--- src/rtl/mpam_ram.sv ---
// Generic single-write, single-read RAM with registered read data.
module mpam_ram #(
    parameter int unsigned WIDTH = 8,
    parameter int unsigned DEPTH = 256
) (
    input  logic                     i_clk,
    input  logic                     i_we,
    input  logic [$clog2(DEPTH)-1:0] i_waddr,
    input  logic [WIDTH-1:0]         i_wdata,
    input  logic [$clog2(DEPTH)-1:0] i_raddr,
    output logic [WIDTH-1:0]         o_rdata
);
    logic [WIDTH-1:0] r_mem [DEPTH];

    // write port and registered read port
    always_ff @(posedge i_clk) begin
        if (i_we) begin
            r_mem[i_waddr] <= i_wdata;
        end
        o_rdata <= r_mem[i_raddr];
    end
endmodule

--- config.mk ---
export PLATFORM = sky130hd
export DESIGN_NAME = mpam_ram
export DESIGN_NICKNAME = d
export VERILOG_FILES = /design/src/rtl/mpam_ram.sv
export SDC_FILE = /design/constraint.sdc
export NUM_CORES = 2
export LEC_CHECK = 0
export BUFFER_PORTS_ARGS = -buffer_cell sky130_fd_sc_hd__buf_2
export CAP_MARGIN = 20
export CORE_ASPECT_RATIO = 0.75
export CORE_MARGIN = 2
export CORE_UTILIZATION = 59
export CTS_BUF_LIST = sky130_fd_sc_hd__clkbuf_4 sky130_fd_sc_hd__clkbuf_8
export CTS_CLUSTER_DIAMETER = 40
export DETAILED_ROUTE_END_ITERATION = 8
export PLACE_DENSITY = 0.75
export SLEW_MARGIN = 20
export SYNTH_ARGS = -nofsm -noshare
export SYNTH_HDL_FRONTEND = slang
export SYNTH_SLANG_ARGS = --single-unit
export TNS_END_PERCENT = 30
--- constraint.sdc ---
create_clock -name i_clk -period 2.44 [get_ports i_clk]
set_input_delay 0.488 -clock i_clk [delete_from_list [all_inputs] [get_ports i_clk]]
set_output_delay 0.488 -clock i_clk [all_outputs]
set_load 0.05 [all_outputs]
Word level (Yosys, flattened, before mapping). Memory sizes are Yosys's and may differ from the RTL's. A register that Yosys moved wholly into a read port is not among the register bits. Index checks and enable logic that the tools add are counted.

Register bits after elaboration: 0. Memory bits (writable): 2048. Output and inout bits: 8. Bits in latches: 0. Memories kept: 1. Word-level logic and storage cells: 3. Bits in read-only memories: 0.

Memories: r_mem (depth 256, bits a word 8, read ports 1, clocked after memory_dff 1, wr ports 1, line 13) `logic [WIDTH-1:0] r_mem [DEPTH];`.

$mul: 0. Shifts and indexed selects: 0. Reductions and logical operators: 0. Add/subtract/negate cells: 0. Bitwise operators: 0. Multiplexer cells: 2. Div/mod/pow operators: 0. Eq/ne operators: 0. Magnitude comparators: 0.

Operators by type and width (count): two-way mux 1 bit (2).

Logic depth before layout (Yosys ltp).
Depth after elaboration: 2. Depth in mapped cells: 11.

Worst setup path after synthesis. No wires, ideal clock.

Path kind: input-to-reg. Start: input i_raddr[0]. End: register o_rdata[2] (read register of r_mem). Setup slack: 0.014 ns. Library setup time: 0.131 ns. Data arrival time: 2.295 ns. Cell stages on the path: 9. Path through: buf_6 -> buf_12 -> buf_8 -> buf_2 -> mux4_2 -> a22oi_1 -> a21oi_1 -> nor4_1 -> nor4_2.

RTL lines: start: declaration (line 10) `input logic [$clog2(DEPTH)-1:0] i_raddr,`; end: declaration (line 11) `output logic [WIDTH-1:0] o_rdata`.

==> summary.md <==
• completed — result of the run
• -1.24 ns — dpl ws
• 0.0443 ns — minimum hold slack
• mux4_2 > a22o_1 > a221oi_1 > o32ai_1 > nor3_4 > nor4_1 — crit-path cells
• 0 — number of nets with antenna violations after routing
• 6.55 — routed via count divided by cell count
• 86700 sq um — area after detailed placement
• 2048 — EDFF count, synth
• 0.0688 ns — worst clock skew on the final layout
• 0.998 — crit share post-route
• mux4_2 — cell with the largest stage delay on the worst path
• 42400 — via count of the first global-routing pass
• 34 — Ports
• 6515 — final cell count without fillers
• 0.913 — gpl congestion
• 33 — count of buffers from port buffering
• 7892 — Filler Cell Count
• 199000 um — wire length reported by the detailed router
• 3759 — post-synth net total
• 0.825 ns — pin slew with the least headroom to its limit
• 751 nW/um^2 — Pwr Density
• 0.449 — Relative slew margins
• 92500 sq um — post-route design area
• 3.32 ns — data arrival time of the worst path
• 30.5 um — post-DR wirelength/cell
• 0 — DRC violations left
• 5 — H-tree depth
• 6592 — DRC marker count from the first detailed-route iteration
• 16.2% — synthesis-to-finish area growth
• 5993 — Inst Count DP
• 3733 — number of cells produced by synthesis
• 428 um — die width
• 0.00546 ns — setup slack of the critical path after layout
• 2056 — sinks on the clock net
• 0 — global route total overflow
• 6 — Initial DRT Pass Iterations
• 0 — max-cap violation count
• 11 — initial antenna violation count
• 134000 sq um — floorplan core area
• compound AO/OA/AOI/OAI gates — cell family with the largest share of critical-path delay
• 88 — maximum number of pins on one net before global-route repair
• 4 — number of buffers between clock root and the deepest sink
• 0 — final number of hold-violating endpoints
• 0.411 GHz — achievable clock frequency
• 0 — buffers inserted by post-CTS timing repair
• 0 — count of yosys warnings during synthesis
• 0.775 — sequential area share after synthesis
• 2.43 ns — fin crit period
• 130000 um — post-DP HPWL
• 61700 sq um — footprint of the flip-flops and latches
• 0.609 mV — worst vdd rail ir drop
• 0.349 — share of cells above drive strength 1
• 309 — total CTS buffers
• 42700 — count of vias placed by the detailed router
• 1 — CP Max Fanout
• edfxtp_1 — Main synth FF type
• 0.595 — starting density of the core
• flop — kind of capture point of the worst setup path
• 1.02 ns — Skew-Pair Late Insertion Delay
• 2056 — flop and latch count out of synthesis
• 0 ns — Post-Route Setup TNS
• clkbuf_8 — clock root buffer master
• 0.291 — total global-route track usage
• 0 — Final Setup Violations
• 4567 — Total Nets Final
• 79600 sq um — Netlist Area Pre-Place
• yes — unrepaired setup endpoints after global routing
• flop to flop — classification of the worst setup path
• input pin to flop — Hold Crit Class
• flop — Worst setup SP type
• 3.33 ns — data required time of the worst path
• built — TritonCTS clock tree
• 55 — Distinct cells, synth
• 138000 sq um — die area
• 21.3 sq um — Synth Area per Inst
• 116 — number of core rows
• 0 — number of pins with negative max-slew slack in the final report
• 0 — total buffers and inverters traversed by the critical path
• 0 — share of async-settable or async-resettable flops after synthesis
• 288000 um — first-pass GRT wire length
• 30.3 nW — leakage power summed over all cells
• 16600 sq um — area of combinational cells with multiple inputs
• 322 um — height of the chip
• 0.06 ns — CTS clk-pin slew, worst paths
• 0.46 ns — maximum single-stage delay on the critical path
-- routing by layer --
metal,share of wire,GRT usage,wire (um)
met3,0.13,0.0837,25800
met2,0.46,0.434,91300
met4,0.024,0.0801,4720
met5,0.00031,0,61
met1,0.39,0.427,76900
-- cells in the mapped netlist (16+ instances only) --
master / instances / area, sq um
mux4_2: 454 / 10200
nand2_1: 33 / 124
o221ai_1: 46 / 403
buf_6: 21 / 236
buf_1: 22 / 82.6
buf_4: 27 / 203
nor2b_1: 31 / 194
mux2i_1: 134 / 1340
a21oi_1: 96 / 480
a22oi_1: 133 / 998
clkbuf_1: 111 / 417
o22ai_1: 28 / 175
nor2_1: 282 / 1060
buf_2: 31 / 155
nor4_1: 24 / 150
nand3_1: 34 / 170
edfxtp_1: 2048 / 61500
a211oi_1: 16 / 120
nor3_1: 22 / 110
-- logic make-up after synthesis --
kind of cell           synth area share
buffers and inverters            0.0183
flip-flops                        0.775
AND/OR/NAND/NOR                  0.0263
AO/OA/AOI/OAI                    0.0342
multiplexers                      0.146
-- registers in the layout, indices dropped and copies added (netlist names) --
signal,flops
o_rdata,8
r_mem,2048
-- power breakdown --
part | switching [mW] | internal (mW) | total (mW)
clock network | 12.6 | 13.8 | 26.3
registers | 0.0669 | 38.9 | 39.0
logic | 2.49 | 1.62 | 4.10
total | 15.1 | 54.3 | 69.4
-- stage by stage --
| stage | total power [mW] | utilization |
|---|---|---|
| floorplan | 41.7 | - |
| global placement | 43.7 | 0.649 |
| detailed placement | 43.8 | 0.649 |
| CTS | 69.7 | 0.692 |
| global route | 71.4 | 0.692 |
| finish | 69.4 | 0.692 |
-- final timing paths --
check | startpoint | slack, ns | cells past startpoint | endpoint
hold / removal | i_wdata[3] | 0.04 | 1 | r_mem[91][3]$_DFFE_PP_
hold reg to reg | r_mem[40][3]$_DFFE_PP_ | 1.02 | 7 | o_rdata[3]$_DFF_P_
setup / recovery | r_mem[82][3]$_DFFE_PP_ | 0.005 | 6 | o_rdata[3]$_DFF_P_
setup reg to reg | r_mem[82][3]$_DFFE_PP_ | 0.005 | 6 | o_rdata[3]$_DFF_P_
-- cells in the final DEF, fill, tap and decap left out, types with 7 or more instances in the layout --
cell           instances
a22o_1                 8
nor2b_1               28
nor3_1                18
clkbuf_4             103
a221oi_1              13
a211oi_1              16
nand3_1               34
a21oi_1               96
buf_4                619
clkbuf_8             326
buf_12                72
dfxtp_1                8
nor4_1                18
nand2b_1               8
nand4_1               10
clkinv_2              15
buf_2                 22
dlygate4sd3_1          7
mux4_2               454
nor4_2                 7
clkinv_1              66
o211ai_1              10
edfxtp_1            2048
o21ai_0               10
nor2_1               279
a22oi_1              133
mux2i_1              134
clkinvlp_4             7
o221ai_1              46
nand2_1               33
o22ai_1               28
-- layout make-up --
class	instances	area share
diodes	3	0.0000812
clock buffers	421	0.0557
clock inverters	91	0.00486
inverters	2	0.0000812
multi-input cells	1442	0.179
flip-flops and latches	2056	0.667
well taps	1770	0.0239
repair buffers	730	0.0693
-- repair_timing --
action | CTS | global route
setup endpoints to repair | 5 | 5
hold buffers | 7 | 0
gates resized for setup | 6 | 4
hold endpoints to repair | 161 | 0
(Power assumes the default switching activity.)
